$ cat config.mk
export PLATFORM = sky130hd
export DESIGN_NAME = stepper_step_pulse_generator
export DESIGN_NICKNAME = d
export VERILOG_FILES = /design/src/rtl/core/spg_pkg.sv /design/src/rtl/core/spg_core.sv /design/src/rtl/core/stepper_step_pulse_generator.sv
export SDC_FILE = /design/constraint.sdc
export NUM_CORES = 1
export LEC_CHECK = 0
export ABC_AREA = 1
export BUFFER_PORTS_ARGS = -buffer_cell sky130_fd_sc_hd__buf_2
export CAP_MARGIN = 25
export CORE_ASPECT_RATIO = 1.1
export CORE_MARGIN = 2
export CORE_UTILIZATION = 30
export DETAILED_ROUTE_END_ITERATION = 10
export PLACE_DENSITY = 0.49
export SKIP_LAST_GASP = 1
export SLEW_MARGIN = 20
export SYNTH_ARGS = -nofsm -noshare
export SYNTH_HDL_FRONTEND = slang
export SYNTH_SLANG_ARGS = --single-unit
$ cat constraint.sdc
create_clock -name clk -period 3.5 [get_ports clk]
set_input_delay 0.35 -clock clk [delete_from_list [all_inputs] [get_ports clk]]
set_output_delay 0.35 -clock clk [all_outputs]
set_load 0.01 [all_outputs]
$ cat src/rtl/core/spg_pkg.sv
// Shared types and constants for the step pulse generator.
`timescale 1ns / 1ps

package spg_pkg;

  // Command codes carried in the op field.
  typedef enum logic [2:0] {
    OP_TICK       = 3'd0,
    OP_START_MOVE = 3'd1,
    OP_START_CONT = 3'd2,
    OP_STOP_CONT  = 3'd3,
    OP_SET_DIR    = 3'd4,
    OP_ENABLE     = 3'd5,
    OP_DISABLE    = 3'd6
  } op_t;

  localparam int unsigned TIME_W  = 20;
  localparam int unsigned COUNT_W = 32;
  localparam int unsigned SPEED_W = 12;

  localparam logic [TIME_W-1:0] ELAPSED_MAX = {TIME_W{1'b1}};
  localparam logic [TIME_W-1:0] RESET_HALF  = TIME_W'(1000);

  // One input transaction.
  typedef struct packed {
    logic [2:0]         op;
    logic [TIME_W-1:0]  elapsed_us;
    logic [COUNT_W-1:0] step_count;
    logic [TIME_W-1:0]  half_period_us;
    logic [SPEED_W-1:0] speed;
    logic               direction;
  } item_t;

  // One result transaction.
  typedef struct packed {
    logic               accepted;
    logic               step_level;
    logic               direction_level;
    logic               driver_disabled;
    logic               move_active;
    logic               continuous_active;
    logic [COUNT_W-1:0] steps_left;
    logic [SPEED_W-1:0] speed_readback;
  } result_t;

endpackage

$ cat src/rtl/core/spg_core.sv
// Axis state registers and the single-pass update for one transaction.
`timescale 1ns / 1ps

module spg_core (
  input  logic             clk,
  input  logic             rst,
  input  logic             fire,
  input  spg_pkg::item_t   item,
  output spg_pkg::result_t res
);
  import spg_pkg::*;

  logic               move_running, move_running_next;
  logic               move_phase_high, move_phase_high_next;
  logic [COUNT_W-1:0] move_remaining, move_remaining_next;
  logic [TIME_W-1:0]  move_elapsed, move_elapsed_next;
  logic [TIME_W-1:0]  move_half, move_half_next;
  logic               cont_running, cont_running_next;
  logic               cont_phase_high, cont_phase_high_next;
  logic [TIME_W-1:0]  cont_elapsed, cont_elapsed_next;
  logic [TIME_W-1:0]  cont_half, cont_half_next;
  logic [SPEED_W-1:0] cont_speed, cont_speed_next;
  logic               step_pin, step_pin_next;
  logic               dir_pin, dir_pin_next;
  logic               enable_pin, enable_pin_next;
  logic               acc;

  logic [TIME_W:0]    move_sum;
  logic [TIME_W:0]    cont_sum;
  logic [TIME_W-1:0]  move_sat;
  logic [TIME_W-1:0]  cont_sat;
  logic [COUNT_W-1:0] remaining_dec;

  // Saturating time accumulation for both counters.
  assign move_sum = {1'b0, move_elapsed} + {1'b0, item.elapsed_us};
  assign cont_sum = {1'b0, cont_elapsed} + {1'b0, item.elapsed_us};
  assign move_sat = move_sum[TIME_W] ? ELAPSED_MAX : move_sum[TIME_W-1:0];
  assign cont_sat = cont_sum[TIME_W] ? ELAPSED_MAX : cont_sum[TIME_W-1:0];

  // Pulse count after a falling edge; never wraps below zero.
  assign remaining_dec = (move_remaining != '0) ? move_remaining - COUNT_W'(1) : move_remaining;

  // Next-state logic for one transaction.
  always_comb begin
    move_running_next    = move_running;
    move_phase_high_next = move_phase_high;
    move_remaining_next  = move_remaining;
    move_elapsed_next    = move_elapsed;
    move_half_next       = move_half;
    cont_running_next    = cont_running;
    cont_phase_high_next = cont_phase_high;
    cont_elapsed_next    = cont_elapsed;
    cont_half_next       = cont_half;
    cont_speed_next      = cont_speed;
    step_pin_next        = step_pin;
    dir_pin_next         = dir_pin;
    enable_pin_next      = enable_pin;
    acc                  = 1'b0;

    case (op_t'(item.op))
      OP_TICK: begin
        // Continuous time keeps running even while a move has priority.
        if (cont_running) begin
          cont_elapsed_next = cont_sat;
        end
        if (move_running) begin
          if (move_sat < move_half) begin
            move_elapsed_next = move_sat;
          end else begin
            move_elapsed_next = '0;
            if (!move_phase_high) begin
              step_pin_next        = 1'b1;
              move_phase_high_next = 1'b1;
            end else begin
              step_pin_next        = 1'b0;
              move_phase_high_next = 1'b0;
              move_remaining_next  = remaining_dec;
              if (remaining_dec == '0) begin
                move_running_next = 1'b0;
              end
            end
          end
        end else if (cont_running && (cont_half != '0)) begin
          if (cont_sat >= cont_half) begin
            cont_elapsed_next    = '0;
            cont_phase_high_next = !cont_phase_high;
            step_pin_next        = !cont_phase_high;
          end
        end
      end
      OP_START_MOVE: begin
        // A move is refused while anything runs or with a zero count or period.
        if (!cont_running && !move_running && (item.step_count != '0) &&
            (item.half_period_us != '0)) begin
          move_remaining_next  = item.step_count;
          move_phase_high_next = 1'b0;
          move_running_next    = 1'b1;
          move_half_next       = item.half_period_us;
          move_elapsed_next    = '0;
          step_pin_next        = 1'b0;
          acc                  = 1'b1;
        end
      end
      OP_START_CONT: begin
        cont_running_next    = 1'b1;
        cont_speed_next      = item.speed;
        cont_half_next       = item.half_period_us;
        cont_phase_high_next = 1'b0;
        cont_elapsed_next    = '0;
        step_pin_next        = 1'b0;
      end
      OP_STOP_CONT: begin
        cont_running_next    = 1'b0;
        cont_speed_next      = '0;
        cont_half_next       = '0;
        cont_phase_high_next = 1'b0;
        step_pin_next        = 1'b0;
      end
      OP_SET_DIR: begin
        dir_pin_next = item.direction;
      end
      OP_ENABLE: begin
        enable_pin_next = 1'b0;
      end
      OP_DISABLE: begin
        // Disable stops continuous mode but lets a move finish.
        cont_running_next    = 1'b0;
        cont_speed_next      = '0;
        cont_half_next       = '0;
        cont_phase_high_next = 1'b0;
        step_pin_next        = 1'b0;
        enable_pin_next      = 1'b1;
      end
      default: begin
      end
    endcase
  end

  // Result reflects the state after this transaction.
  always_comb begin
    res.accepted          = acc;
    res.step_level        = step_pin_next;
    res.direction_level   = dir_pin_next;
    res.driver_disabled   = enable_pin_next;
    res.move_active       = move_running_next;
    res.continuous_active = cont_running_next;
    res.steps_left        = move_remaining_next;
    res.speed_readback    = cont_speed_next;
  end

  // State registers, updated once per transaction.
  always_ff @(posedge clk) begin
    if (rst) begin
      move_running    <= 1'b0;
      move_phase_high <= 1'b0;
      move_remaining  <= '0;
      move_elapsed    <= '0;
      move_half       <= RESET_HALF;
      cont_running    <= 1'b0;
      cont_phase_high <= 1'b0;
      cont_elapsed    <= '0;
      cont_half       <= '0;
      cont_speed      <= '0;
      step_pin        <= 1'b0;
      dir_pin         <= 1'b0;
      enable_pin      <= 1'b1;
    end else if (fire) begin
      move_running    <= move_running_next;
      move_phase_high <= move_phase_high_next;
      move_remaining  <= move_remaining_next;
      move_elapsed    <= move_elapsed_next;
      move_half       <= move_half_next;
      cont_running    <= cont_running_next;
      cont_phase_high <= cont_phase_high_next;
      cont_elapsed    <= cont_elapsed_next;
      cont_half       <= cont_half_next;
      cont_speed      <= cont_speed_next;
      step_pin        <= step_pin_next;
      dir_pin         <= dir_pin_next;
      enable_pin      <= enable_pin_next;
    end
  end

endmodule

$ cat src/rtl/core/stepper_step_pulse_generator.sv
// Top level of the step pulse generator: input register, core and result register.
`timescale 1ns / 1ps

// Step/dir/enable pulse generator for one stepper axis.
// Input channel (in_valid/in_ready) carries one transaction per tick or
// command: op selects tick, start move, start or stop continuous mode,
// set direction, enable or disable. Output channel (out_valid/out_ready)
// returns exactly one result per input transaction, in order, with the
// pin levels and status after that transaction.
// The input register loads at the accepting edge, and the result is valid
// once the result register loads.
// Throughput: one transaction per cycle while the receiver keeps up; the
// axis state is updated in a single pass as the transaction moves from the
// input register into the result register.
// Reset: synchronous, active high. It empties both registers and puts the
// axis into its idle state: step and direction low, driver disabled, no
// move, no continuous run, move half period 1000 us.
// When the receiver stalls, the result register holds its transaction and
// the input register holds the next one; in_ready drops once both are full.
module stepper_step_pulse_generator (
  input  logic                        clk,
  input  logic                        rst,
  input  logic                        in_valid,
  output logic                        in_ready,
  input  logic [2:0]                  op,
  input  logic [spg_pkg::TIME_W-1:0]  elapsed_us,
  input  logic [spg_pkg::COUNT_W-1:0] step_count,
  input  logic [spg_pkg::TIME_W-1:0]  half_period_us,
  input  logic [spg_pkg::SPEED_W-1:0] speed,
  input  logic                        direction,
  output logic                        out_valid,
  input  logic                        out_ready,
  output logic                        accepted,
  output logic                        step_level,
  output logic                        direction_level,
  output logic                        driver_disabled,
  output logic                        move_active,
  output logic                        continuous_active,
  output logic [spg_pkg::COUNT_W-1:0] steps_left,
  output logic [spg_pkg::SPEED_W-1:0] speed_readback
);
  import spg_pkg::*;

  logic    s1_valid;
  item_t   s1_item;
  logic    advance;
  logic    out_free;
  result_t core_res;
  result_t out_res;

  // Pipeline flow control.
  assign out_free = !out_valid || out_ready;
  assign advance  = s1_valid && out_free;
  assign in_ready = !s1_valid || advance;

  // Input register.
  always_ff @(posedge clk) begin
    if (rst) begin
      s1_valid <= 1'b0;
    end else if (in_ready) begin
      s1_valid <= in_valid;
    end
  end

  always_ff @(posedge clk) begin
    if (in_valid && in_ready) begin
      s1_item.op             <= op;
      s1_item.elapsed_us     <= elapsed_us;
      s1_item.step_count     <= step_count;
      s1_item.half_period_us <= half_period_us;
      s1_item.speed          <= speed;
      s1_item.direction      <= direction;
    end
  end

  // Axis state and update logic.
  spg_core u_core (
    .clk  (clk),
    .rst  (rst),
    .fire (advance),
    .item (s1_item),
    .res  (core_res)
  );

  // Result register.
  always_ff @(posedge clk) begin
    if (rst) begin
      out_valid <= 1'b0;
    end else if (out_free) begin
      out_valid <= s1_valid;
    end
  end

  always_ff @(posedge clk) begin
    if (advance) begin
      out_res <= core_res;
    end
  end

  assign accepted          = out_res.accepted;
  assign step_level        = out_res.step_level;
  assign direction_level   = out_res.direction_level;
  assign driver_disabled   = out_res.driver_disabled;
  assign move_active       = out_res.move_active;
  assign continuous_active = out_res.continuous_active;
  assign steps_left        = out_res.steps_left;
  assign speed_readback    = out_res.speed_readback;

  // A move that was accepted is running and nothing else is.
  a_accept_starts_move: assert property (@(posedge clk) disable iff (rst)
    out_valid && accepted |-> move_active && !continuous_active && (steps_left != '0))
    else $error("accepted move is not reported as running");

  // A move runs exactly while pulses remain.
  a_move_matches_count: assert property (@(posedge clk) disable iff (rst)
    out_valid |-> (move_active == (steps_left != '0)))
    else $error("move_active disagrees with steps_left");

  // The stored speed is cleared whenever continuous mode is off.
  a_speed_cleared: assert property (@(posedge clk) disable iff (rst)
    out_valid && !continuous_active |-> (speed_readback == '0))
    else $error("speed readback nonzero while stopped");

  // With both registers full and the receiver stalled, no new input is taken.
  a_full_stall: assert property (@(posedge clk) disable iff (rst)
    s1_valid && out_valid && !out_ready |-> !in_ready)
    else $error("input taken while pipeline is full");

endmodule

==> qor.csv <==
stage,metric,value,unit
outcome,status,"complete, but fails checks",
outcome,failing checks,setup timing,
hold_path,hold endpoint,out_valid,
sta,Post-Route Setup TNS,-35880,ps
synthesis,Synth top cells by count,"463 x nand2_1, 187 x a21oi_1, 184 x inv_1, 174 x nand3_1, 169 x nor2_1",
synthesis,"Net Count, Synth",2145,
setup_path,Worst Path Max Fanout,8,
setup_path,Worst R2R Start,s1_item[65],
power,Tot Pwr,8.91,mW
setup_path,reg2reg setup slack,-500,ps
sta,Setup Viol. Count Final,110,
setup_path,CP Data Required Time,3890,ps
hold_path,Tightest Hold Check Type,input pin to register,
global_routing,largest net degree at the start of global routing,77,
sta,Worst slew margin,31.0,%
floorplanning,Die Y,241,um
hold_path,hold_sp,out_ready,
global_routing,GR Util met1,22.3,%
placed_design,dpl cell area,0.0182,mm^2
placed_design,pre-CTS setup slack,-636,ps
finish,design area,0.0218,mm^2
global_routing,first-pass GRT wire length,82.0,mm
route,Residual DRC,0,
synthesis,top_reg_cell synth,edfxtp_1,
hold_path,Hold Path Cell Cnt,4,
power,VDD IR-drop max,0.389,mV
clock_tree,clock root cell,clkbuf_16,
setup_path,kind of critical path,register to register,
setup_path,Max stage delay on crit path,430,ps
clock_tree,Clock Latency Late Sink,570,ps
sta,Period minus WS final,4000,ps
synthesis,Mapped Avg Cell Area,7.81,um^2
sta,Hold Slack,68.7,ps
clock_tree,CTS Buf Count,35,
synthesis,post-synth top area share,26.9,%
finish,share of cells above drive strength 1,26.7,%
setup_path,critical path endpoint category,register,
sta,RSZ-0062 raised after global routing,true,
sta,pins over their slew limit,0,
sta,Final Hold Vio Count,0,
route,Routed Wire Length,52.9,mm
synthesis,sequential element share of the synthesized area,44.3,%
sta,Least-Margin Pin Slew,1040,ps
placed_design,DP HPWL,37.7,mm
floorplanning,initial core utilization,30.2,%
sta,crit share post-route,114,%
floorplanning,Core ar.,0.0509,mm^2
setup_path,CP Launch Point,s1_item[65],
synthesis,Synth cell types,44,
synthesis,synthesized area,0.0154,mm^2
route,DR vias,15200,
synthesis,post-synthesis register bit count,271,
setup_path,Critical Path Most Common Cell,buf_4,
setup_path,"Slowest-stage cell, CP",edfxtp_1,
placed_design,Port Buffers,143,
floorplanning,Die ar.,0.0531,mm^2
global_routing,initial antenna violation count,1,
synthesis,"Async S/R FF share, synth",0,%
setup_path,Worst Path Arrival,4390,ps
synthesis,Synth Instances,1970,
global_routing,met2 usage,38.0,%
synthesis,"EDFF count, synth",138,
placed_design,GP Congestion,0.988,
finish,Area Growth Syn to Fin,41.8,%
setup_path,worst-case reg-to-reg path depth,28,
global_routing,gr busiest metal,met2,
finish,Fillers,5110,
power,pwr/cell area,409,mW/mm^2
synthesis,cell with the most instances after synthesis,nand2_1,
route,Vias/cell,4.88,
global_routing,grt met3 use,2.39,%
floorplanning,die width,220,um
route,initial DRC count,975,
setup_path,R2R Path End,u_core.move_elapsed[11],
global_routing,Tot GR Track Use,19.8,%
clock_tree,"CTS clk-pin slew, worst paths",60,ps
synthesis,Synth area leaders,"edfxtp_1 27%, dfxtp_1 17%, nand2_1 11%",
route,post-route ant nets,0,
setup_path,Critical Path Start Type,register,
sta,fmax,0.250,GHz
power,LEAKAGE,9.16,nW
clock_tree,CTS max path bufs,3,
floorplanning,I/O Pins,144,
run,Max-cap violations,0,
synthesis,Synth area leader,edfxtp_1,
route,DRT Pass-1 Iters,5,
floorplanning,Std-Cell Rows,87,
synthesis,Ys Warns,0,
global_routing,GR Overflow Total,0,
finish,Final nets,2586,
sta,Final Worst Setup Slack,-500,ps
clock_tree,CTS tree,built,
global_routing,vias in the first global route,15000,
sta,Final Skew,21.4,ps
clock_tree,H-tree depth,2,
route,WL per Instance,17.0,um
clock_tree,Sinks on Clock Net,271,
==> power breakdown <==
part | switching (mW) | internal, mW | total, mW
clock network | 1.52 | 2.31 | 3.83
registers | 0.0942 | 3.48 | 3.57
logic | 0.897 | 0.617 | 1.51
total | 2.51 | 6.40 | 8.91
==> worst max-delay path by stage <==
stage                               to  slack, ps  cells past startpoint
4_1_cts                 steps_left[25]       -350                     22
5_1_grt        u_core.move_elapsed[11]       -620                     28
3_5_place_dp            steps_left[25]       -640                     22
3_3_place_gp            steps_left[23]       -640                     22
2_1_floorplan           steps_left[25]        0.9                     23
6_report       u_core.move_elapsed[11]       -500                     28
==> state kept, by name (all words and copies together) (netlist names), 12 cells and up <==
name                   flops
s1_item                   88
steps_left                32
u_core.move_remaining     32
u_core.cont_elapsed       20
u_core.cont_half          20
u_core.move_elapsed       20
u_core.move_half          20
speed_readback            12
u_core.cont_speed         12
==> metrics by stage <==
step | std cells | util (%)
3_3_place_gp | 2896 | 35.7
2_1_floorplan | 1970 | -
4_1_cts | 3097 | 42.0
3_5_place_dp | 2897 | 35.8
5_1_grt | 3106 | 42.8
6_report | 3106 | 42.8
==> placed cells by master (no fill, tap or decap), types with 5 or more instances in the layout <==
master / count
a21oi_1: 158
nand3_1: 149
ha_4: 31
bufinv_16: 5
clkbuf_16: 38
nand4_1: 22
a21o_1: 5
nor3_1: 14
nor2_1: 163
edfxtp_1: 138
a21oi_2: 25
nor4_1: 17
xnor2_1: 6
nand3_2: 26
buf_12: 8
a22oi_2: 6
inv_1: 175
o21ai_0: 94
dlygate4sd3_1: 88
nand2_2: 17
buf_2: 142
dfxtp_1: 132
ha_1: 47
or2_2: 14
inv_2: 8
a211oi_1: 34
nor2_2: 10
buf_6: 12
o211ai_1: 12
o21ai_1: 15
xor2_1: 15
buf_4: 232
o21ai_2: 13
nand2_1: 444
clkbuf_1: 8
a22o_1: 12
a22oi_1: 28
==> routing by layer <==
metal	vias to the layer above	wire length [um]
met5	-	0
met1	7115	21500
met3	84	1830
met4	0	1810
met2	306	27800
li1	7648	-
==> final cells by class <==
type	count	area (um^2)	share of cell area [%]
Antenna cell	1	2.50	0.0115
Clock buffer	46	947	4.34
Clock inverter	18	268	1.23
Inverter	190	733	3.36
Multi-Input combinational cell	1426	8480	38.9
Sequential cell	271	6810	31.2
Tap cell	667	835	3.83
Timing Repair Buffer	487	3730	17.1
==> critical path, delay by kind of cell, from the launching register on <==
| kind | cells | cell delay (ps) |
|---|---|---|
| flip-flops | 1 | 430 |
| AND/OR/NAND/NOR | 7 | 550 |
| adder cells (fa/ha/maj) | 2 | 590 |
| buffers and inverters | 16 | 2000 |
| AO/OA/AOI/OAI | 3 | 290 |
==> repair_timing <==
item | in CTS | in global routing
cloned | 0 | 3
hold buffers | 88 | 0
endpoints found under the setup margin | 110 | 110
pin swaps | 50 | 23
endpoints found under the hold margin | 88 | 0
resized for setup | 153 | 58
setup buffers | 53 | 5
==> cells by family after synthesis <==
family                     share of synthesized area (%)
and+or+nand+nor                                     25.1
buffers and inverters                               7.01
adders and majority gates                           6.85
AOI/OAI and AO/OA                                   15.6
DFF                                                 44.3
xor gates and xnor gates                            1.20
No activity file was read; power rests on OpenSTA's default activity.
